--- src/hw/rtl/mpwa_pkg.sv ---
package mpwa_pkg;

  localparam int unsigned MAX_CHANNELS = 16;
  localparam int unsigned MAX_HEIGHT   = 64;
  localparam int unsigned MAX_WIDTH    = 64;
  localparam int unsigned MAX_KERNEL   = 8;
  localparam int unsigned MAX_STEP     = 8;

  localparam int unsigned CHAN_W  = 4;
  localparam int unsigned POS_W   = 6;
  localparam int unsigned DIM_W   = 7;
  localparam int unsigned KER_W   = 4;
  localparam int unsigned STEP_W  = 4;
  localparam int unsigned PAD_W   = 3;
  localparam int unsigned PIX_W   = 32;

  localparam int unsigned MAP_WORDS = MAX_CHANNELS * MAX_HEIGHT * MAX_WIDTH;
  localparam int unsigned ADDR_W    = $clog2(MAP_WORDS);
  localparam int unsigned PLANE_W   = 13;
  localparam int unsigned COORD_W   = 11;
  localparam int unsigned SADDR_W   = 20;
  localparam int unsigned CNT_W     = $clog2(MAX_KERNEL);

  localparam int unsigned FIFO_DEPTH = 2;
  localparam int unsigned FIFO_PTR_W = $clog2(FIFO_DEPTH);
  localparam int unsigned FIFO_CNT_W = $clog2(FIFO_DEPTH + 1);

  localparam int unsigned CFG_IDX_W  = 4;
  localparam int unsigned CFG_DATA_W = 7;

  localparam logic FUNC_STORE = 1'b0;
  localparam logic FUNC_QUERY = 1'b1;

  localparam logic [CFG_IDX_W-1:0] REG_IMAGE_HEIGHT  = 4'd0;
  localparam logic [CFG_IDX_W-1:0] REG_IMAGE_WIDTH   = 4'd1;
  localparam logic [CFG_IDX_W-1:0] REG_WINDOW_HEIGHT = 4'd2;
  localparam logic [CFG_IDX_W-1:0] REG_WINDOW_WIDTH  = 4'd3;
  localparam logic [CFG_IDX_W-1:0] REG_STEP_ROWS     = 4'd4;
  localparam logic [CFG_IDX_W-1:0] REG_STEP_COLS     = 4'd5;
  localparam logic [CFG_IDX_W-1:0] REG_PAD_TOP       = 4'd6;
  localparam logic [CFG_IDX_W-1:0] REG_PAD_LEFT      = 4'd7;

  typedef struct packed {
    logic [DIM_W-1:0]  h;
    logic [DIM_W-1:0]  w;
    logic [KER_W-1:0]  kh;
    logic [KER_W-1:0]  kw;
    logic [STEP_W-1:0] sr;
    logic [STEP_W-1:0] sc;
    logic [PAD_W-1:0]  pt;
    logic [PAD_W-1:0]  pl;
  } cfg_t;

  typedef struct packed {
    logic                      is_query;
    logic                      store_ok;
    logic signed [SADDR_W-1:0] addr;
    logic signed [COORD_W-1:0] y0;
    logic signed [COORD_W-1:0] x0;
    logic [PIX_W-1:0]          pixel;
  } job_t;

endpackage

--- src/hw/rtl/mpwa_front.sv ---
module mpwa_front (
  input  logic                              clk_i,
  input  logic                              rst_ni,
  input  mpwa_pkg::cfg_t                    cfg_i,
  input  logic                              in_valid_i,
  output logic                              in_ready_o,
  input  logic                              func_i,
  input  logic [mpwa_pkg::CHAN_W-1:0]       chan_i,
  input  logic [mpwa_pkg::POS_W-1:0]        row_pos_i,
  input  logic [mpwa_pkg::POS_W-1:0]        col_pos_i,
  input  logic signed [mpwa_pkg::PIX_W-1:0] pixel_value_i,
  input  logic                              full_i,
  output logic                              push_o,
  output mpwa_pkg::job_t                    job_o
);
  import mpwa_pkg::*;

  typedef enum logic [1:0] {F_IDLE, F_MUL1, F_MUL2, F_PUSH} state_e;

  state_e state_q;

  logic                      func_q;
  logic [CHAN_W-1:0]         chan_q;
  logic [POS_W-1:0]          row_q;
  logic [POS_W-1:0]          col_q;
  logic [PIX_W-1:0]          pixel_q;
  logic [PLANE_W-1:0]        plane_q;
  logic signed [COORD_W-1:0] y0_q;
  logic signed [COORD_W-1:0] x0_q;
  logic                      ok_q;
  logic [ADDR_W-1:0]         base_q;
  logic signed [SADDR_W-1:0] yw_q;

  logic [PLANE_W-1:0]        plane_d;
  logic [COORD_W-1:0]        rs;
  logic [COORD_W-1:0]        cs;
  logic signed [COORD_W-1:0] y0_d;
  logic signed [COORD_W-1:0] x0_d;
  logic                      ok_d;
  logic [ADDR_W-1:0]         base_d;
  logic signed [SADDR_W-1:0] y0_ext;
  logic signed [SADDR_W-1:0] w_ext;
  logic signed [SADDR_W-1:0] yw_d;
  logic signed [SADDR_W-1:0] base_ext;
  logic signed [SADDR_W-1:0] x0_ext;

  assign in_ready_o = (state_q == F_IDLE);
  assign push_o     = (state_q == F_PUSH) && !full_i;

  always_comb begin
    plane_d = PLANE_W'(cfg_i.h) * PLANE_W'(cfg_i.w);
    rs      = COORD_W'(row_q) * COORD_W'(cfg_i.sr);
    cs      = COORD_W'(col_q) * COORD_W'(cfg_i.sc);
    if (func_q == FUNC_QUERY) begin
      y0_d = signed'(rs - COORD_W'(cfg_i.pt));
      x0_d = signed'(cs - COORD_W'(cfg_i.pl));
    end else begin
      y0_d = signed'(COORD_W'(row_q));
      x0_d = signed'(COORD_W'(col_q));
    end
    ok_d = (DIM_W'(row_q) < cfg_i.h) && (DIM_W'(col_q) < cfg_i.w);
  end

  always_comb begin
    base_d   = ADDR_W'(chan_q) * ADDR_W'(plane_q);
    y0_ext   = SADDR_W'(y0_q);
    w_ext    = signed'(SADDR_W'(cfg_i.w));
    yw_d     = y0_ext * w_ext;
    base_ext = signed'(SADDR_W'(base_q));
    x0_ext   = SADDR_W'(x0_q);
  end

  always_comb begin
    job_o.is_query = (func_q == FUNC_QUERY);
    job_o.store_ok = ok_q;
    job_o.addr     = base_ext + yw_q + x0_ext;
    job_o.y0       = y0_q;
    job_o.x0       = x0_q;
    job_o.pixel    = pixel_q;
  end

  always_ff @(posedge clk_i or negedge rst_ni) begin
    if (!rst_ni) begin
      state_q <= F_IDLE;
    end else begin
      case (state_q)
        F_IDLE: begin
          if (in_valid_i) state_q <= F_MUL1;
        end
        F_MUL1: state_q <= F_MUL2;
        F_MUL2: state_q <= F_PUSH;
        F_PUSH: begin
          if (!full_i) state_q <= F_IDLE;
        end
        default: state_q <= F_IDLE;
      endcase
    end
  end

  always_ff @(posedge clk_i) begin
    if (in_valid_i && in_ready_o) begin
      func_q  <= func_i;
      chan_q  <= chan_i;
      row_q   <= row_pos_i;
      col_q   <= col_pos_i;
      pixel_q <= pixel_value_i;
    end
    if (state_q == F_MUL1) begin
      plane_q <= plane_d;
      y0_q    <= y0_d;
      x0_q    <= x0_d;
      ok_q    <= ok_d;
    end
    if (state_q == F_MUL2) begin
      base_q <= base_d;
      yw_q   <= yw_d;
    end
  end

endmodule

--- config.mk ---
export PLATFORM = sky130hd
export DESIGN_NAME = mpwa_front
export DESIGN_NICKNAME = d
export VERILOG_FILES = /design/src/hw/rtl/mpwa_pkg.sv /design/src/hw/rtl/mpwa_front.sv
export SDC_FILE = /design/constraint.sdc
export NUM_CORES = 1
export LEC_CHECK = 0
export BUFFER_PORTS_ARGS = -buffer_cell sky130_fd_sc_hd__buf_4
export CAP_MARGIN = 25
export CORE_UTILIZATION = 53
export CTS_BUF_LIST = sky130_fd_sc_hd__clkbuf_2 sky130_fd_sc_hd__clkbuf_4 sky130_fd_sc_hd__clkbuf_8
export DETAILED_ROUTE_END_ITERATION = 8
export PLACE_DENSITY_LB_ADDON = 0.2
export SLEW_MARGIN = 40
export SYNTH_ARGS = -nofsm -noshare
export SYNTH_HDL_FRONTEND = slang
export SYNTH_SLANG_ARGS = --single-unit
--- constraint.sdc ---
create_clock -name clk_i -period 5.1 [get_ports clk_i]
set_input_delay 0.255 -clock clk_i [delete_from_list [all_inputs] [get_ports clk_i]]
set_output_delay 0.255 -clock clk_i [all_outputs]
set_load 0.1 [all_outputs]
Word level (Yosys, flattened, before mapping)
Index checks and enable logic that the tools add are counted.
Cells by class
  add/sub/neg operators: 4
  multipliers: 5
  order comparisons: 2
  eq/ne operators: 5
  multiplexer cells: 5
  reduce and logical (&&, ||, !) cells: 6
Operators by type and width (count)
  subtractor 10 x 3 -> 11 bit: 2
  adder 17 x 20 -> 20 bit: 1
  adder 20 x 11 -> 20 bit: 1
  multiplier 6 x 4 -> 10 bit: 2
  multiplier 11 x 8 -> 19 bit: 1
  multiplier 4 x 13 -> 16 bit: 1
  < comparator 6 x 7 -> 1 bit: 2
  multiplier 7 x 7 -> 13 bit: 1
  2-to-1 mux 6 bit: 2
  case mux 2 bit (4 select lines): 1
  == test 2 bit, second input constant: 2
  2-to-1 mux 2 bit: 2
  != test 2 bit, second input constant: 2
  logical AND 1 bit: 3
  == test 2 x 1 -> 1 bit, second input constant: 1
  logical NOT 2 bit: 1
  AND reduction 2 bit: 1
  logical NOT 1 bit: 1
Word-level totals
  register bits: 123
  bits of input ports: 89
  word-level logic and storage cells: 41

Logic depth before layout (Yosys ltp)
  depth after elaboration: 3
  depth in mapped cells: 18
  depth with buffers taken out: 17

Worst setup path before layout
Ideal clock, no wire load.
  kind: register to output
  start point: register x0_q[10]
  end point: output job_o[72] (netlist name)
  data arrival time: 5.056 ns
  data required time: 4.845 ns
  slack: -0.211 ns
  cell stages (with the launch flop): 9
  path buffers: 0
  cells stage by stage: edfxtp_1 fa_1 ha_1 a21oi_1 o21bai_1 nor3_1 a21oi_1 nor3_1 a211oi_1
RTL lines
  from (decl): RTL line mpwa_front.sv:29  | logic signed [COORD_W-1:0] x0_q;
  from (signal assigned): RTL line mpwa_front.sv:111  | x0_q <= x0_d;
  to (decl): RTL line mpwa_front.sv:14  | output mpwa_pkg::job_t job_o

Worst setup path after layout
  start point: register y0_q[10]
  end point: register yw_q[18], data pin
On the way
  longest elaborated chain between the ends: 1
Ends and longest elaborated chain
  from (decl): RTL line mpwa_front.sv:28  | logic signed [COORD_W-1:0] y0_q;
  from (signal assigned): RTL line mpwa_front.sv:110  | y0_q <= y0_d;
  multiplier 11 x 8 -> 19 bit: RTL line mpwa_front.sv:68  | yw_d = y0_ext * w_ext;
  named net yw_d[18]: RTL line mpwa_front.sv:43  | logic signed [SADDR_W-1:0] yw_d;
  to (signal assigned): RTL line mpwa_front.sv:116  | yw_q <= yw_d;
  to (decl): RTL line mpwa_front.sv:32  | logic signed [SADDR_W-1:0] yw_q;
The timed path passes the listed nets, and every way through them passes these cells.
A chain may end at the register's enable or synchronous reset.

==> out/qor.txt <==
Clock tree from TritonCTS = done
Post-Synthesis Cell Area = 0.0131 mm2
Setup WS pre-CTS = 456 ps
Filler cell count = 1,911
R2R Path Start = y0_q[10]
Synth cell count leaders = 212 x sky130_fd_sc_hd__inv_1, 169 x sky130_fd_sc_hd__ha_1, 143 x sky130_fd_sc_hd__fa_1
Number of antenna violations at the first check in global routing = 0
Vias in the first global route = 9,786
Highest achievable clock rate = 216 MHz
Root buf cell = sky130_fd_sc_hd__clkbuf_8
Sum of negative setup slack = 0 ps
Worst Setup Start Kind = register
Hold Fails Final Rpt = 0
Y dimension of the die = 159 um
Buffers inserted by post-CTS timing repair = 0
Min setup slack post-route = 474 ps
Remaining global-route overflow = 0
Max_slew headroom = 51.8%
CP Class = register to register
Slowest stage cell, crit path = sky130_fd_sc_hd__fa_1
Count of unique library cells instantiated by Yosys = 54
Wire length of the first global-routing pass = 47,400 um
Per-cell routed wire length = 15.7 um
Number of violations of the max-capacitance limit = 0
Buffer levels on the longest clock path = 2
TritonCTS sink count = 122
Fraction of final layout cells sized beyond drive strength 1 = 14.0%
Setup repair after global routing missed its margin = false
Largest area contributor in the synthesized netlist = sky130_fd_sc_hd__edfxtp_1
Synthesis warning total = 0
Status = finished, final reports clean
Synthesized area per cell = 10.3 um2
Fin. max-slew vios = 0
Core Util, Final = 64.2%
Floorplan Core Area = 0.0243 mm2
Half-perimeter wire length after placement = 22,400 um
Top-count cell post-synth = sky130_fd_sc_hd__inv_1
Hold Crit Start = full_i
Chip width = 159 um
Register-to-register setup slack = 470 ps
Pin count of the biggest net entering global routing = 50
Via density per instance = 5.09
Total die area = 0.0254 mm2
Hold Path Stages = 3
Htree depth = 4
Critical Path, Cell by Cell = nand2_1 > fa_1 > inv_1 > fa_1 > fa_1 > inv_1 > fa_1 > inv_1 > ha_1 > a21oi_1 > nand2_1 > a221oi_4 > nand2b_1 > o21ai_1 > xnor2_1
Post-detailed-route count of antenna-violating nets = 0
Count of standard-cell rows = 57
Effective utilization at floorplan = 54.0%
Endpoints failing setup = 0
Detailed Route WL = 28,600 um
Clock skew = 19.3 ps
Area post-placement = 0.0147 mm2
Cell count after synthesis = 1,274
Violation count after the first detailed-route iteration = 448
Period Utilization, post-route = 90.7%
First-pass iteration count of the detailed router = 8
Maximum single-stage delay on the critical path = 570 ps
Largest fanout on the critical path = 8
Boundary Pins = 167
Fraction of synthesized cell area taken by the top area cell type = 27.4%
Arrival @ worst endpoint = 4840 ps
Global placement routability congestion = 0.855
Area of the multi-input gates = 0.00863 mm2
Area overhead of the layout relative to synthesis = 19.0%
Worst-case reg-to-reg path depth = 15
Worst r2r dst = yw_q[18]
Clock-pin slew reported for the worst setup and hold paths after clock tree synthesis = 80 ps
Top flip-flop cell by instance count after synthesis = sky130_fd_sc_hd__edfxtp_1
Number of synthesized flops with an enable pin = 120
Worst endpoint required time = 5310 ps
Overall via count from detail_route = 9,273
Top area cells in the synthesized netlist = sky130_fd_sc_hd__edfxtp_1 27%, sky130_fd_sc_hd__fa_1 22%, sky130_fd_sc_hd__ha_1 16%, sky130_fd_sc_hd__inv_1 6.1%, sky130_fd_sc_hd__and2_1 5.2%
Endpoint kind of the worst setup timing path = register
Most frequent CP cell = sky130_fd_sc_hd__fa_1
Buffers on Ports = 158
Post-detailed-route DRC marker count = 0
Class of the tightest hold or removal check = input port to register
Sequential Area = 0.00365 mm2
Fraction of the yosys area taken by sequential cells = 27.8%
Global-route usage over all layers = 23.6%
Clock buffers created by TritonCTS = 17
Layout Cell Area excl Fill = 0.0156 mm2
Seq cells post-synth = 122
Async S/R FF share, synth = 1.64%
Worst skew pair latency = 470 ps
Number of diodes added for antenna fixing = 0
Net count of the mapped netlist = 1,675
Endpoint with the worst hold slack = state_q[0]
Final critical path time including I/O delays and setup = 4630 ps
Net count reported at finish = 1,885
Worst slew pin tran = 723 ps
[metrics by stage]
step,hold slack [ps],std cells
global placement,37.7,1739
finish,77.7,1821
CTS,64.6,1821
detailed placement,39.4,1739
global route,89.3,1821
floorplan,-40.6,1274
[worst max-delay path by stage]
stage                    from          end  slack [ps]  depth (start not counted)
floorplan            y0_q[10]     yw_q[18]          60                         15
global placement    cfg_i[25]  plane_q[11]         500                         17
detailed placement  cfg_i[25]  plane_q[11]         460                         17
CTS                  y0_q[10]     yw_q[18]         490                         15
global route          y0_q[5]     yw_q[18]         270                         15
finish               y0_q[10]     yw_q[18]         470                         15
[worst max-delay path: cells and delay by family (launching register included)]
| family | cells | cell delay [ps] |
|---|---|---|
| buf+inv | 3 | 140 |
| xor+xnor | 1 | 120 |
| simple gates | 3 | 470 |
| fa+ha+maj | 5 | 2500 |
| compound gates | 3 | 620 |
| flops | 1 | 530 |
[state kept, by name, indices dropped and copies added (netlist names), 2 cells and up]
name and flops:
pixel_q 32, yw_q 19, base_q 16, plane_q 13
x0_q 11, y0_q 11, col_q 6, row_q 6
chan_q 4, state_q 2
[per-layer routing]
layer | vias to the layer above | wire length [um] | GRT usage (%)
li1 | 4617 | - | -
met1 | 4412 | 13000 | 30.2
met2 | 208 | 13400 | 39.9
met3 | 36 | 1490 | 5.18
met4 | 0 | 598 | 7.69
met5 | - | 0 | 0
[cells by family after synthesis]
kind of cell,share of synthesized area (%)
AO/OA/AOI/OAI,9.51
XOR/XNOR,4.47
adder cells (fa/ha/maj),37.9
flip-flops,27.8
buffers and inverters,6.66
multiplexers,0.839
AND/OR/NAND/NOR,12.8
[cell type report]
class	count	share of cell area (%)
inverters	212	5.09
multi-input cells	921	55.2
clock inverters	14	1.25
flip-flops and latches	122	23.4
well taps	324	2.59
clock buffers	18	1.55
repair buffers	210	10.9
[what timing repair did]
| action | 4_1_cts | 5_1_grt |
|---|---|---|
| resized for setup | 0 | 0 |
| endpoints found under the setup margin | 0 | 0 |
| hold endpoints to repair | 51 | 0 |
| hold buffers | 50 | 0 |
[placed cells by master (no fill, tap or decap), types with 3 or more instances in the layout]
| master | instances |
|---|---|
| sky130_fd_sc_hd__nand3_1 | 4 |
| sky130_fd_sc_hd__nor2b_1 | 7 |
| sky130_fd_sc_hd__a211oi_1 | 9 |
| sky130_fd_sc_hd__dlygate4sd3_1 | 50 |
| sky130_fd_sc_hd__o21ai_1 | 23 |
| sky130_fd_sc_hd__clkinvlp_4 | 3 |
| sky130_fd_sc_hd__inv_1 | 212 |
| sky130_fd_sc_hd__o31ai_1 | 3 |
| sky130_fd_sc_hd__and2_1 | 108 |
| sky130_fd_sc_hd__o21a_1 | 14 |
| sky130_fd_sc_hd__nand4_1 | 4 |
| sky130_fd_sc_hd__nand2b_1 | 12 |
| sky130_fd_sc_hd__nor2_1 | 63 |
| sky130_fd_sc_hd__xor2_1 | 18 |
| sky130_fd_sc_hd__o211ai_1 | 7 |
| sky130_fd_sc_hd__fa_1 | 143 |
| sky130_fd_sc_hd__ha_1 | 168 |
| sky130_fd_sc_hd__a21oi_1 | 56 |
| sky130_fd_sc_hd__edfxtp_1 | 120 |
| sky130_fd_sc_hd__o21ai_0 | 13 |
| sky130_fd_sc_hd__o21bai_1 | 6 |
| sky130_fd_sc_hd__nor3_1 | 11 |
| sky130_fd_sc_hd__or3_1 | 3 |
| sky130_fd_sc_hd__nand2_1 | 124 |
| sky130_fd_sc_hd__bufinv_16 | 4 |
| sky130_fd_sc_hd__a2111oi_0 | 3 |
| sky130_fd_sc_hd__a21o_1 | 27 |
| sky130_fd_sc_hd__xnor2_1 | 49 |
| sky130_fd_sc_hd__inv_6 | 3 |
| sky130_fd_sc_hd__buf_4 | 160 |
| sky130_fd_sc_hd__clkbuf_8 | 17 |
| sky130_fd_sc_hd__o22ai_1 | 3 |
| sky130_fd_sc_hd__mux2_2 | 8 |
Power is left out: the tool's default activity adds up to more than one toggle a clock period on the data nets, which glitch-free logic cannot reach.
