### src/hw/rtl/mpwa_pkg.sv
package mpwa_pkg;

  localparam int unsigned MAX_CHANNELS = 16;
  localparam int unsigned MAX_HEIGHT   = 64;
  localparam int unsigned MAX_WIDTH    = 64;
  localparam int unsigned MAX_KERNEL   = 8;
  localparam int unsigned MAX_STEP     = 8;

  localparam int unsigned CHAN_W  = 4;
  localparam int unsigned POS_W   = 6;
  localparam int unsigned DIM_W   = 7;
  localparam int unsigned KER_W   = 4;
  localparam int unsigned STEP_W  = 4;
  localparam int unsigned PAD_W   = 3;
  localparam int unsigned PIX_W   = 32;

  localparam int unsigned MAP_WORDS = MAX_CHANNELS * MAX_HEIGHT * MAX_WIDTH;
  localparam int unsigned ADDR_W    = $clog2(MAP_WORDS);
  localparam int unsigned PLANE_W   = 13;
  localparam int unsigned COORD_W   = 11;
  localparam int unsigned SADDR_W   = 20;
  localparam int unsigned CNT_W     = $clog2(MAX_KERNEL);

  localparam int unsigned FIFO_DEPTH = 2;
  localparam int unsigned FIFO_PTR_W = $clog2(FIFO_DEPTH);
  localparam int unsigned FIFO_CNT_W = $clog2(FIFO_DEPTH + 1);

  localparam int unsigned CFG_IDX_W  = 4;
  localparam int unsigned CFG_DATA_W = 7;

  localparam logic FUNC_STORE = 1'b0;
  localparam logic FUNC_QUERY = 1'b1;

  localparam logic [CFG_IDX_W-1:0] REG_IMAGE_HEIGHT  = 4'd0;
  localparam logic [CFG_IDX_W-1:0] REG_IMAGE_WIDTH   = 4'd1;
  localparam logic [CFG_IDX_W-1:0] REG_WINDOW_HEIGHT = 4'd2;
  localparam logic [CFG_IDX_W-1:0] REG_WINDOW_WIDTH  = 4'd3;
  localparam logic [CFG_IDX_W-1:0] REG_STEP_ROWS     = 4'd4;
  localparam logic [CFG_IDX_W-1:0] REG_STEP_COLS     = 4'd5;
  localparam logic [CFG_IDX_W-1:0] REG_PAD_TOP       = 4'd6;
  localparam logic [CFG_IDX_W-1:0] REG_PAD_LEFT      = 4'd7;

  typedef struct packed {
    logic [DIM_W-1:0]  h;
    logic [DIM_W-1:0]  w;
    logic [KER_W-1:0]  kh;
    logic [KER_W-1:0]  kw;
    logic [STEP_W-1:0] sr;
    logic [STEP_W-1:0] sc;
    logic [PAD_W-1:0]  pt;
    logic [PAD_W-1:0]  pl;
  } cfg_t;

  typedef struct packed {
    logic                      is_query;
    logic                      store_ok;
    logic signed [SADDR_W-1:0] addr;
    logic signed [COORD_W-1:0] y0;
    logic signed [COORD_W-1:0] x0;
    logic [PIX_W-1:0]          pixel;
  } job_t;

endpackage

### src/hw/rtl/mpwa_fifo.sv
module mpwa_fifo (
  input  logic           clk_i,
  input  logic           rst_ni,
  input  logic           push_i,
  input  mpwa_pkg::job_t job_i,
  output logic           full_o,
  input  logic           pop_i,
  output logic           empty_o,
  output mpwa_pkg::job_t job_o
);
  import mpwa_pkg::*;

  job_t                  slot_q [FIFO_DEPTH];
  logic [FIFO_PTR_W-1:0] wr_ptr_q;
  logic [FIFO_PTR_W-1:0] rd_ptr_q;
  logic [FIFO_CNT_W-1:0] cnt_q;
  logic                  do_push;
  logic                  do_pop;

  assign full_o  = (cnt_q == FIFO_CNT_W'(FIFO_DEPTH));
  assign empty_o = (cnt_q == '0);
  assign do_push = push_i && !full_o;
  assign do_pop  = pop_i && !empty_o;
  assign job_o   = slot_q[rd_ptr_q];

  always_ff @(posedge clk_i or negedge rst_ni) begin
    if (!rst_ni) begin
      wr_ptr_q <= '0;
      rd_ptr_q <= '0;
      cnt_q    <= '0;
    end else begin
      if (do_push) wr_ptr_q <= wr_ptr_q + FIFO_PTR_W'(1);
      if (do_pop) rd_ptr_q <= rd_ptr_q + FIFO_PTR_W'(1);
      case ({do_push, do_pop})
        2'b10:   cnt_q <= cnt_q + FIFO_CNT_W'(1);
        2'b01:   cnt_q <= cnt_q - FIFO_CNT_W'(1);
        default: cnt_q <= cnt_q;
      endcase
    end
  end

  always_ff @(posedge clk_i) begin
    if (do_push) slot_q[wr_ptr_q] <= job_i;
  end

endmodule

### config.mk
export PLATFORM = sky130hd
export DESIGN_NAME = mpwa_fifo
export DESIGN_NICKNAME = d
export VERILOG_FILES = /design/src/hw/rtl/mpwa_pkg.sv /design/src/hw/rtl/mpwa_fifo.sv
export SDC_FILE = /design/constraint.sdc
export NUM_CORES = 1
export LEC_CHECK = 0
export ABC_CLOCK_PERIOD_IN_PS = 6000
export CORE_ASPECT_RATIO = 1.5
export CORE_MARGIN = 2
export CORE_UTILIZATION = 35
export DETAILED_ROUTE_END_ITERATION = 12
export DONT_BUFFER_PORTS = 1
export GPL_ROUTABILITY_DRIVEN = 0
export SLEW_MARGIN = 5
export SYNTH_ARGS = -nofsm -noshare
export SYNTH_HDL_FRONTEND = slang
export SYNTH_SLANG_ARGS = --single-unit
### constraint.sdc
create_clock -name clk_i -period 6 [get_ports clk_i]
set_input_delay 0.6 -clock clk_i [delete_from_list [all_inputs] [get_ports clk_i]]
set_output_delay 0.6 -clock clk_i [all_outputs]
set_load 0.01 [all_outputs]
Word-level counts from Yosys, hierarchy flattened
Memory sizes are Yosys's and may differ from the RTL's.
Cells that the tools add are included.
Word-level totals
  register bits: 4
  latch bits: 0
  bits in writable memories: 152
  ROM bits: 0
  input port bits: 80
  output and inout port bits: 78
  logic and storage cells: 20
  memories kept: 1
Memory list
  slot_q: depth 2, width 76, rd ports 1, clocked after memory_dff 0, wr ports 1, RTL line mpwa_fifo.sv:13  | job_t slot_q [FIFO_DEPTH];
Cells by class
  $add $sub $neg: 4
  multiply operators: 0
  divide/modulo/power cells: 0
  magnitude comparators: 0
  equal/unequal tests: 3
  shifts and indexed selects: 0
  multiplexer cells: 3
  bitwise gates (word level): 0
  reductions and logical operators: 6
Operators by type and width (count)
  $eq 2x2->1 const B: 2
  $pmux 2 s2: 1
  $add 1x1->1 const B: 2
  $add 2x1->2 const B: 1
  $eq 2x1->1 const B: 1
  $logic_and 1x1->1: 2
  $logic_not 1->1: 2
  $logic_not 2->1: 1
  $mux 1: 2
  $reduce_bool 2->1: 1
  $sub 2x1->2 const B: 1

Logic depth before layout (Yosys ltp)
Gate-level depths: netlist (run 1).
  depth in word-level cells: 5
  mapped depth: 6
  mapped depth without buffers: 6

Worst setup path after synthesis (run 1)
No wires, ideal clock.
  kind: input to register
  start: input port push_i
  end: memory slot_q[0][0] (netlist bit) (enable)
  library setup time: 0.511 ns
  arrival time: 3.866 ns
  required time: 5.489 ns
  path slack: 1.624 ns
  stages: 2
  path buffers: 0
  path through: nand2_1 nor2_1
Between the ends
  longest elaborated chain between the ends: 3
RTL lines
  start, declared: RTL line mpwa_fifo.sv:4  | input logic push_i,
  $logic_and 1x1->1: RTL line mpwa_fifo.sv:22  | assign do_push = push_i && !full_o;
  $mux 1: RTL line mpwa_fifo.sv:43  | if (do_push) slot_q[wr_ptr_q] <= job_i;
  $mux 1 (not written as such): RTL line mpwa_fifo.sv:43
  end, declared: RTL line mpwa_fifo.sv:13
Every way passes these cells.

==> flow_metrics.py, run 1 <==
metrics = {
    "logic_synthesis": {
        "ys_ff_latch": 156,
        "synth_most_common_cell": "edfxtp_1",
        "synth_area_leader_cell": "edfxtp_1",
        "syn_area_sq_um": 5810,
        "syn_area_per_cell_sq_um": 22.8,
        "yosysSeqAreaShare": 0.802,
        "synth.area.top_cells": "edfxtp_1 (79%), mux2_2 (8.9%), mux2_4 (7.7%)",
        "yosysUniqueCellTypes": 16,
        "synth.top_cells.by_count": "edfxtp_1 (152), mux2_2 (46), mux2_4 (30)",
        "yosysWarnings": 0,
        "synth_edf_count": 152,
        "synth-async-reset-ratio": 0.0256,
        "synth_fp_nets": 336,
        "synthFlopType": "edfxtp_1",
        "syn_inst": 255,
        "synth_top_area_frac": 0.785,
    },
    "timing": {
        "tns_ns": 0,
        "setup_violations": 0,
        "relSlewSlack": 0.251,
        "skew_ns": 0.00621,
        "tightestPinTransition_ns": 1.12,
        "fmax_mhz": 344,
        "setup_slack_ns": 3.09,
        "min_period_over_period": 0.485,
        "drv_slew": 0,
        "rsz0062_at_grt": "no",
        "finalCriticalPeriod_ns": 2.91,
        "finalHoldViolations": 0,
    },
    "placed_design": {
        "io_buffer_count": 0,
        "dpl.hpwl_mm": 6.09,
        "pre_cts_slack_ns": 3.33,
        "postPlaceCellArea_sq_um": 6020,
        "dp_cells": 454,
    },
    "global_route": {
        "grt_pass1_wl_mm": 14.1,
        "antenna_found_initial": 0,
        "grt_pass1_vias": 2633,
        "grt-ovfl-total": 0,
        "grt_max_degree": 77,
        "grt_usage": 0.109,
    },
    "floorplan": {
        "num_rows": 57,
        "core-area_sq_um": 16300,
        "pin_count": 158,
        "fp.dieH_um": 162,
        "start_util": 0.358,
        "die-area_sq_um": 17700,
        "die_w_um": 109,
    },
    "routing": {
        "drc": 0,
        "drtIter0Drc": 94,
        "dr.pass1.iters": 4,
        "vias": 2314,
        "viasPerCell": 4.76,
        "wl_mm": 9.57,
        "ant_nets": 0,
        "wl_per_cell_um": 19.7,
    },
    "final_layout": {
        "final_util": 0.406,
        "final_net_count": 349,
        "multiInputGateArea_sq_um": 1070,
        "layout.cells.non_filler": 486,
        "final_layout_size_suffix_gt1_frac": 0.393,
        "syn_to_final_growth_pct": 13.4,
        "fin_area_sq_um": 6600,
        "regArea_sq_um": 4670,
        "diodes": 0,
        "n_fill_cell": 1460,
    },
    "status": {
        "status": "completed",
    },
    "clock_network": {
        "cts_buffer_depth": 2,
        "clock_latency_ns": 0.40,
        "postCtsSetupRepairBufs": 0,
        "htreeDepth": 4,
        "cts_buffers": 17,
        "root_buffer": "clkbuf_16",
        "cts_tree": "yes",
        "clk_pin_slew_ns": 0.06,
        "cts_sinks": 156,
        "post_cts_resized": 0,
    },
    "pwr": {
        "leakage_nw": 2.21,
        "powerDensity_nw_per_um2": 520,
        "peakVddDrop_v": 0.000261,
    },
    "worst_setup_path": {
        "crit_type": "flip-flop to primary output",
        "worstPathRequired_ns": 5.40,
        "worstSetupStartpointType": "flip-flop",
        "path_max_fanout": 50,
        "arrival_ns": 2.31,
        "worst-r2r-setup-slack_ns": 3.39,
        "cp-end-kind": "primary output",
    },
    "worst_hold_path": {
        "hold_class": "input port to flip-flop",
    },
    "job": {
        "max-cap-violations": 0,
    },
}
-- cell families after synthesis --
logic type	after synthesis	synth area share
flops	156	0.802
simple gates	7	0.00581
mux	76	0.167
xor+xnor	5	0.00753
fa+ha+maj	1	0.00215
buf+inv	10	0.0157
-- sequential cells by signal, indices dropped and copies added, names as in the netlist --
signal and count:
slot_q 152, cnt_q 2, rd_ptr_q 1, wr_ptr_q 1
-- placed cells by master, fill, tap and decap left out, drive strengths merged, types with 2 or more instances in the layout --
| cell | synthesis | routed |
|---|---|---|
| xnor2 | 3 | 3 |
| edfxtp | 152 | 152 |
| bufinv | 0 | 2 |
| clkinvlp | 0 | 5 |
| clkinv | 0 | 2 |
| clkbuf | 0 | 18 |
| buf | 9 | 2 |
| dfrtp | 4 | 4 |
| mux2 | 76 | 76 |
| xor2 | 2 | 2 |
| inv | 1 | 5 |
| nor2 | 3 | 3 |
-- metal layers --
metal	routed length (um)	track usage	vias to the layer above
met5	0	0	-
met4	122	0.0443	0
met2	5350	0.203	102
met3	1020	0.0574	10
li1	-	-	1035
met1	3090	0.0940	1167
-- critical path, stage by stage, from the launching register on --
cell and delay [ns]:
dfrtp_4 0.74, buf_4 0.68, mux2_2 0.45
-- final cells by class --
type / count / area share
Clock buffer: 18 / 0.0651
Clock inverter: 13 / 0.0214
Timing Repair Buffer: 3 / 0.00379
Multi-Input combinational cell: 89 / 0.162
Tap cell: 206 / 0.0391
Sequential cell: 156 / 0.708
Inverter: 1 / 0.000569
-- report_power, final --
group	leakage, nW	switching [W]	internal [W]
logic	0.491	0.000459	0.000343
clock network	0.263	0.000416	0.000613
registers	1.46	0.000106	0.00150
total	2.21	0.000980	0.00245
-- what timing repair did --
| item | 4_1_cts | 5_1_grt |
|---|---|---|
| hold buffers | 1 | 0 |
| endpoints found under the setup margin | 0 | 0 |
| hold endpoints to repair | 4 | 0 |
-- worst paths after layout --
| kind | from | endpoint | depth (start not counted) |
|---|---|---|---|
| hold reg to reg | cnt_q[1]$_DFFE_PN0P_ | cnt_q[1]$_DFFE_PN0P_ | 1 |
| setup / recovery | rd_ptr_q$_DFFE_PN0P_ | job_o[60] | 2 |
| min in group asynchronous | rst_ni | cnt_q[1]$_DFFE_PN0P_ | 1 |
| max in group asynchronous | rst_ni | rd_ptr_q$_DFFE_PN0P_ | 1 |
| setup reg to reg | cnt_q[0]$_DFFE_PN0P_ | slot_q[0][5]$_DFFE_PP_ | 4 |
| hold / removal | job_i[68] | slot_q[0][68]$_DFFE_PP_ | 0 |
-- per-stage QoR --
step	power [W]	hold slack, ns
2_1_floorplan	0.00234	0.304
6_report	0.00343	0.286
3_5_place_dp	0.00246	0.305
4_1_cts	0.00350	0.263
3_3_place_gp	0.00243	0.305
5_1_grt	0.00361	0.256
(Power assumes the default switching activity.)
==> inputs of run 2 (changes only) <==
--- a/config.mk
+++ b/config.mk
@@ -5,7 +5,8 @@
 export SDC_FILE = /design/constraint.sdc
 export NUM_CORES = 1
 export LEC_CHECK = 0
-export ABC_CLOCK_PERIOD_IN_PS = 6000
+export ABC_AREA = 1
+export ABC_CLOCK_PERIOD_IN_PS = 2800
 export CORE_ASPECT_RATIO = 1.5
 export CORE_MARGIN = 2
 export CORE_UTILIZATION = 35
==> constraint.sdc (replaced) <==
create_clock -name clk_i -period 2.8 [get_ports clk_i]
set_input_delay 0.28 -clock clk_i [delete_from_list [all_inputs] [get_ports clk_i]]
set_output_delay 0.28 -clock clk_i [all_outputs]
set_load 0.01 [all_outputs]
==> run 2 against run 1 <==
  * Power up 120%
  * Clock-buffer cell count unchanged
  * Cell count up 51%
  * Die area down 0.62%
  * Cell area up 11%
  * Clock skew up 0.0051 ns
  * Register-to-register slack worse by 2.7 ns
  * Global-route usage up 2.3 points
  * Non-clock buffer count up 78
  * Worst hold slack worse by 0.26 ns
  * Synthesized area down 0.65%
  * Largest cell class unchanged
  * Largest power group unchanged
==> flow_metrics.py, run 2 <==
metrics = {
    "placed_design": {
        "io_buffer_count": 0,
        "dpl.hpwl_mm": 6.98,
        "pre_cts_slack_ns": 0.764,
        "postPlaceCellArea_sq_um": 5960,
    },
    "logic_synthesis": {
        "synth_top_area_frac": 0.790,
        "synth.top_cells.by_count": "nand2_1 (238), edfxtp_1 (152), buf_2 (9), inv_1 (9), buf_6 (5)",
        "synth_simple_gate_area_share": 0.160,
        "synthAdderAreaFrac": 0.00217,
        "yosysUniqueCellTypes": 14,
        "syn_area_per_cell_sq_um": 13.4,
        "yosysSeqAreaShare": 0.807,
        "synth-compound-area-share": 0.000866,
        "ys_ff_latch": 156,
        "syn_area_sq_um": 5780,
        "synth_area_leader_cell": "edfxtp_1",
        "synth_most_common_cell": "nand2_1",
        "yosysWarnings": 0,
        "synth_top_family_by_area": "simple AND/OR/NAND/NOR gates",
        "synth_edf_count": 152,
        "synth-async-reset-ratio": 0.0256,
        "synth_fp_nets": 511,
        "synthFlopType": "edfxtp_1",
        "synth_xor_area_frac": 0.00152,
        "syn_inst": 430,
        "muxShareOfSynthArea": 0,
        "synth.area.top_cells": "edfxtp_1 (79%), nand2_1 (15%), dfrtp_1 (1.7%)",
    },
    "worst_setup_path": {
        "worstPathRequired_ns": 2.52,
        "cpMaxStageDelayCell": "dfrtp_2",
        "crit_start": "rd_ptr_q$_DFFE_PN0P_",
        "critical_path.top_delay_family": "flip-flops",
        "rr_startpoint": "cnt_q[0]$_DFFE_PN0P_",
        "worstSetupStartpointType": "flip-flop",
        "path_max_fanout": 54,
        "crit_type": "flip-flop to primary output",
        "path_cells": "buf_4 -> nand2_1 -> nand2_1",
        "crit_buf_inv": 1,
        "cp_slowest_stage_delay_ns": 0.68,
        "arrival_ns": 2.00,
        "cp-end-kind": "primary output",
        "cp_common_cell": "nand2_1",
    },
    "clock_network": {
        "clock_latency_ns": 0.41,
        "cts_tree": "yes",
        "root_buffer": "clkbuf_16",
        "cts_buffers": 17,
        "postCtsHoldBufs": 77,
        "cts_sinks": 156,
        "post_cts_resized": 0,
        "htreeDepth": 4,
        "cts_buffer_depth": 2,
        "postCtsSetupRepairBufs": 0,
        "clk_pin_slew_ns": 0.07,
    },
    "status": {
        "status": "completed",
    },
    "timing": {
        "finalCriticalPeriod_ns": 2.28,
        "skew_ns": 0.0113,
        "tns_ns": 0,
        "setup_violations": 0,
        "fmax_mhz": 438,
        "relSlewSlack": 0.475,
        "finalHoldViolations": 0,
        "min_period_over_period": 0.815,
        "rsz0062_at_grt": "no",
        "setup_slack_ns": 0.518,
        "hold_slack_ns": 0.0236,
        "tightestPinTransition_ns": 0.788,
        "drv_slew": 0,
    },
    "worst_hold_path": {
        "hold_class": "input port to flip-flop",
        "hp-start": "pop_i",
    },
    "final_layout": {
        "largest_reg_flops": 152,
        "final_layout_size_suffix_gt1_frac": 0.0741,
        "final_cell_mix": "nand2_1 (238), edfxtp_1 (152), dlygate4sd3_1 (77)",
        "largestRegisters": "slot_q x152, cnt_q x2",
        "fin_area_sq_um": 7330,
        "final_net_count": 594,
        "syn_to_final_growth_pct": 26.9,
        "layout_commonest_cell": "nand2_1",
        "top_register": "slot_q",
    },
    "floorplan": {
        "die_w_um": 109,
        "fp.dieH_um": 161,
        "pin_count": 158,
        "die-area_sq_um": 17600,
        "start_util": 0.357,
        "core-area_sq_um": 16200,
        "num_rows": 57,
    },
    "global_route": {
        "antenna_found_initial": 3,
        "grt_usage": 0.132,
        "grt_max_degree": 78,
        "grt_pass1_vias": 3552,
        "grt_pass1_wl_mm": 17.5,
        "grt-ovfl-total": 0,
    },
    "routing": {
        "drc": 0,
        "viasPerCell": 4.59,
        "ant_nets": 0,
        "wl_per_cell_um": 15.4,
        "drtIter0Drc": 127,
        "wl_mm": 11.3,
        "dr.pass1.iters": 4,
        "vias": 3369,
    },
    "pwr": {
        "finalPower_w": 0.00750,
        "leakage_nw": 2.86,
        "powerDensity_nw_per_um2": 1020,
        "peakVddDrop_v": 0.000511,
    },
    "job": {
        "max-cap-violations": 0,
    },
}
[run 2: cell type report]
type / instances / area (sq um)
Sequential cell: 156 / 4670
Inverter: 10 / 41.3
Multi-Input combinational cell: 247 / 956
Tap cell: 206 / 258
Clock buffer: 18 / 429
Timing Repair Buffer: 81 / 813
Clock inverter: 14 / 160
Antenna cell: 2 / 5.00
Fill cell: 1450 / 8860
[run 2: kinds of logic (layout without fill, tap and decap cells)]
family	after synthesis	count (layout)
AO/OA/AOI/OAI	1	1
XOR/XNOR	1	1
AND/OR/NAND/NOR	244	244
buffers and inverters	27	123
flip-flops	156	156
other	0	2
adder cells (fa/ha/maj)	1	1
[run 2: path summary, 6_finish.rpt]
kind / to / slack (ns) / cells past startpoint
worst max-delay path: job_o[33] / 0.52 / 3
worst min-delay path: rd_ptr_q$_DFFE_PN0P_ / 0.02 / 2
worst max register to register: slot_q[0][74]$_DFFE_PP_ / 0.73 / 5
worst min register to register: cnt_q[1]$_DFFE_PN0P_ / 0.49 / 2
max in group asynchronous: rd_ptr_q$_DFFE_PN0P_ / 2.44 / 1
min in group asynchronous: cnt_q[0]$_DFFE_PN0P_ / 0.15 / 1
[run 2: where the power goes]
part | switching [W] | leakage (nW) | total (W) | internal, W
clock | 0.000935 | 0.286 | 0.00227 | 0.00134
combinational | 0.00144 | 1.11 | 0.00186 | 0.000421
sequential | 0.000179 | 1.46 | 0.00336 | 0.00319
[run 2: per-layer routing]
layer	share of wire	up-vias	wire length [um]	global-route usage
li1	-	1613	-	-
met3	0.077	16	874	0.0533
met4	0.017	2	192	0.0513
met5	0.00097	-	11	0
met2	0.54	116	6140	0.242
met1	0.36	1622	4120	0.129
[run 2: worst register-to-register path: stages, from the launching register on]
cell and delay (ns):
dfrtp_1 0.43, nor2_1 0.27, inv_1 0.08, nand3_1 0.12, clkinv_2 0.44, buf_12 0.41
[run 2: stage by stage]
stage / instances / utilization
after floorplan: 430 / -
after global placement: 623 / 0.368
after detailed placement: 623 / 0.368
after CTS: 732 / 0.452
after global routing: 734 / 0.453
final: 734 / 0.453
==> inputs of run 3 (changes only) <==
--- a/config.mk
+++ b/config.mk
@@ -5,8 +5,8 @@
 export SDC_FILE = /design/constraint.sdc
 export NUM_CORES = 1
 export LEC_CHECK = 0
-export ABC_AREA = 1
-export ABC_CLOCK_PERIOD_IN_PS = 2800
+export ABC_AREA = 0
+export ABC_CLOCK_PERIOD_IN_PS = 2000
 export CORE_ASPECT_RATIO = 1.5
 export CORE_MARGIN = 2
 export CORE_UTILIZATION = 35
==> constraint.sdc (replaced) <==
create_clock -name clk_i -period 2 [get_ports clk_i]
set_input_delay 0.2 -clock clk_i [delete_from_list [all_inputs] [get_ports clk_i]]
set_output_delay 0.2 -clock clk_i [all_outputs]
set_load 0.01 [all_outputs]
==> run 3 against run 2 <==
  * Clock skew about the same
  * First-iteration DRC count shrank 43%
  * Via count decreased by 22%
  * Routed wire length decreased by 8.8%
  * Die area increased by 0.63%
  * Worst hold slack gained 0.045 ns
  * Clock power increased by 28%
  * Power grew 40%
  * Critical endpoint is now job_o[69]
  * Highest routed layer is now met4
==> flow_metrics.py, run 3 (synthesized netlist as in run 1, its figures left out) <==
metrics = {
    "status": {
        "status": "completed",
    },
    "worst_setup_path": {
        "worstPathRequired_ns": 1.80,
        "crit_type": "flip-flop to primary output",
        "reg2reg_to": "cnt_q[1]$_DFFE_PN0P_",
        "path_max_fanout": 14,
        "worstSetupStartpointType": "flip-flop",
        "arrival_ns": 1.66,
        "rr_startpoint": "cnt_q[1]$_DFFE_PN0P_",
        "cp-end-kind": "primary output",
        "path_cells": "buf_4 -> mux2_2",
        "crit_buf_inv": 1,
        "cpMaxStageDelayCell": "dfrtp_4",
        "critical_path.top_delay_family": "flip-flops",
        "cp_slowest_stage_delay_ns": 0.56,
        "worst-r2r-setup-slack_ns": 0.48,
        "worst_r2r_path_depth": 5,
    },
    "routing": {
        "viasPerCell": 4.63,
        "wl_mm": 10.3,
        "drtIter0Drc": 72,
        "drc": 0,
        "dr.pass1.iters": 4,
        "vias": 2639,
        "ant_nets": 0,
        "wl_per_cell_um": 18.1,
    },
    "pwr": {
        "peakVddDrop_v": 0.000640,
        "leakage_nw": 2.58,
        "powerDensity_nw_per_um2": 1410,
    },
    "floorplan": {
        "die_w_um": 109,
        "pin_count": 158,
        "die-area_sq_um": 17700,
        "core-area_sq_um": 16300,
        "start_util": 0.358,
        "num_rows": 57,
        "fp.dieH_um": 162,
    },
    "final_layout": {
        "final_layout_size_suffix_gt1_frac": 0.327,
        "top_register": "slot_q",
        "final_cell_mix": "edfxtp_1 (152), dlygate4sd3_1 (78), mux2_2 (46)",
        "largest_reg_flops": 152,
        "n_fill_cell": 1412,
        "layout_commonest_cell": "edfxtp_1",
        "largestRegisters": "slot_q x152, cnt_q x2",
        "multiInputGateArea_sq_um": 1090,
        "diodes": 0,
        "final_net_count": 432,
        "regArea_sq_um": 4670,
        "syn_to_final_growth_pct": 28.1,
        "layout.cells.non_filler": 570,
    },
    "clock_network": {
        "clk_pin_slew_ns": 0.06,
        "cts_buffer_depth": 2,
        "post_cts_resized": 0,
        "cts_buffers": 17,
        "clock_latency_ns": 0.40,
        "cts_tree": "yes",
        "htreeDepth": 4,
        "root_buffer": "clkbuf_16",
        "cts_sinks": 156,
    },
    "timing": {
        "setup_slack_ns": 0.142,
        "relSlewSlack": 0.774,
        "finalCriticalPeriod_ns": 1.86,
        "tightestPinTransition_ns": 0.339,
        "min_period_over_period": 0.929,
        "drv_slew": 0,
        "setup_violations": 0,
        "rsz0062_at_grt": "no",
        "fmax_mhz": 538,
        "skew_ns": 0.0117,
        "finalHoldViolations": 0,
    },
    "global_route": {
        "grt_pass1_wl_mm": 15.4,
        "grt_max_degree": 53,
        "grt_usage": 0.118,
        "antenna_found_initial": 0,
        "grt_pass1_vias": 2975,
        "grt-ovfl-total": 0,
    },
    "placed_design": {
        "pre_cts_slack_ns": 0.436,
        "io_buffer_count": 0,
        "dpl.hpwl_mm": 6.47,
        "dp_cells": 459,
    },
    "job": {
        "max-cap-violations": 0,
    },
    "worst_hold_path": {
        "hold_class": "input port to asynchronous set/reset pin",
    },
}
## run 3: per-stage QoR
| step | util | hold slack [ns] | setup TNS [ns] | power [W] | area [sq um] |
|---|---|---|---|---|---|
| 2_1_floorplan | - | -0.0956 | -11.89 | 0.00699 | 5840 |
| 3_3_place_gp | 0.376 | -0.0954 | 0 | 0.00748 | 6120 |
| 3_5_place_dp | 0.376 | -0.0954 | 0 | 0.00756 | 6120 |
| 4_1_cts | 0.458 | 0.0487 | 0 | 0.0107 | 7450 |
| 5_1_grt | 0.458 | 0.0631 | 0 | 0.0110 | 7450 |
| 6_report | 0.458 | 0.0686 | 0 | 0.0105 | 7450 |
## run 3: area by class of cell
class,instances,share of cell area
inverter,1,0.000504
tap,206,0.0346
timing repair buffer,86,0.120
clock buffer,18,0.0576
clock inverter,14,0.0151
multi-input combinational,89,0.146
sequential,156,0.627
## run 3: worst max path at each step
stage | startpoint | endpoint | depth (start not counted)
after floorplan | cnt_q[0]$_DFFE_PN0P_ | slot_q[0][0]$_DFFE_PP_ | 3
after global placement | rd_ptr_q$_DFFE_PN0P_ | job_o[67] | 2
after detailed placement | rd_ptr_q$_DFFE_PN0P_ | job_o[69] | 2
after CTS | rd_ptr_q$_DFFE_PN0P_ | job_o[69] | 2
after global routing | rd_ptr_q$_DFFE_PN0P_ | job_o[69] | 2
final | rd_ptr_q$_DFFE_PN0P_ | job_o[69] | 2
## run 3: timing repair
action / CTS / global route
setup buffers: 1 / 0
endpoints found under the hold margin: 157 / 0
setup endpoints to repair: 9 / 0
hold buffers: 78 / 0
## run 3: where the power goes
group | internal, W | leakage (nW) | switching [W] | total (W)
Clock | 0.00161 | 0.257 | 0.00129 | 0.00291
Combinational | 0.00129 | 0.867 | 0.00155 | 0.00284
Sequential | 0.00447 | 1.46 | 0.000251 | 0.00472
Total | 0.00738 | 2.58 | 0.00309 | 0.0105
## run 3: per-layer routing
metal	wire length [um]	vias to the layer above	track usage
li1	-	1199	-
met1	3680	1330	0.114
met2	5770	103	0.218
met3	788	7	0.0465
met4	100	0	0.0449
met5	0	-	0
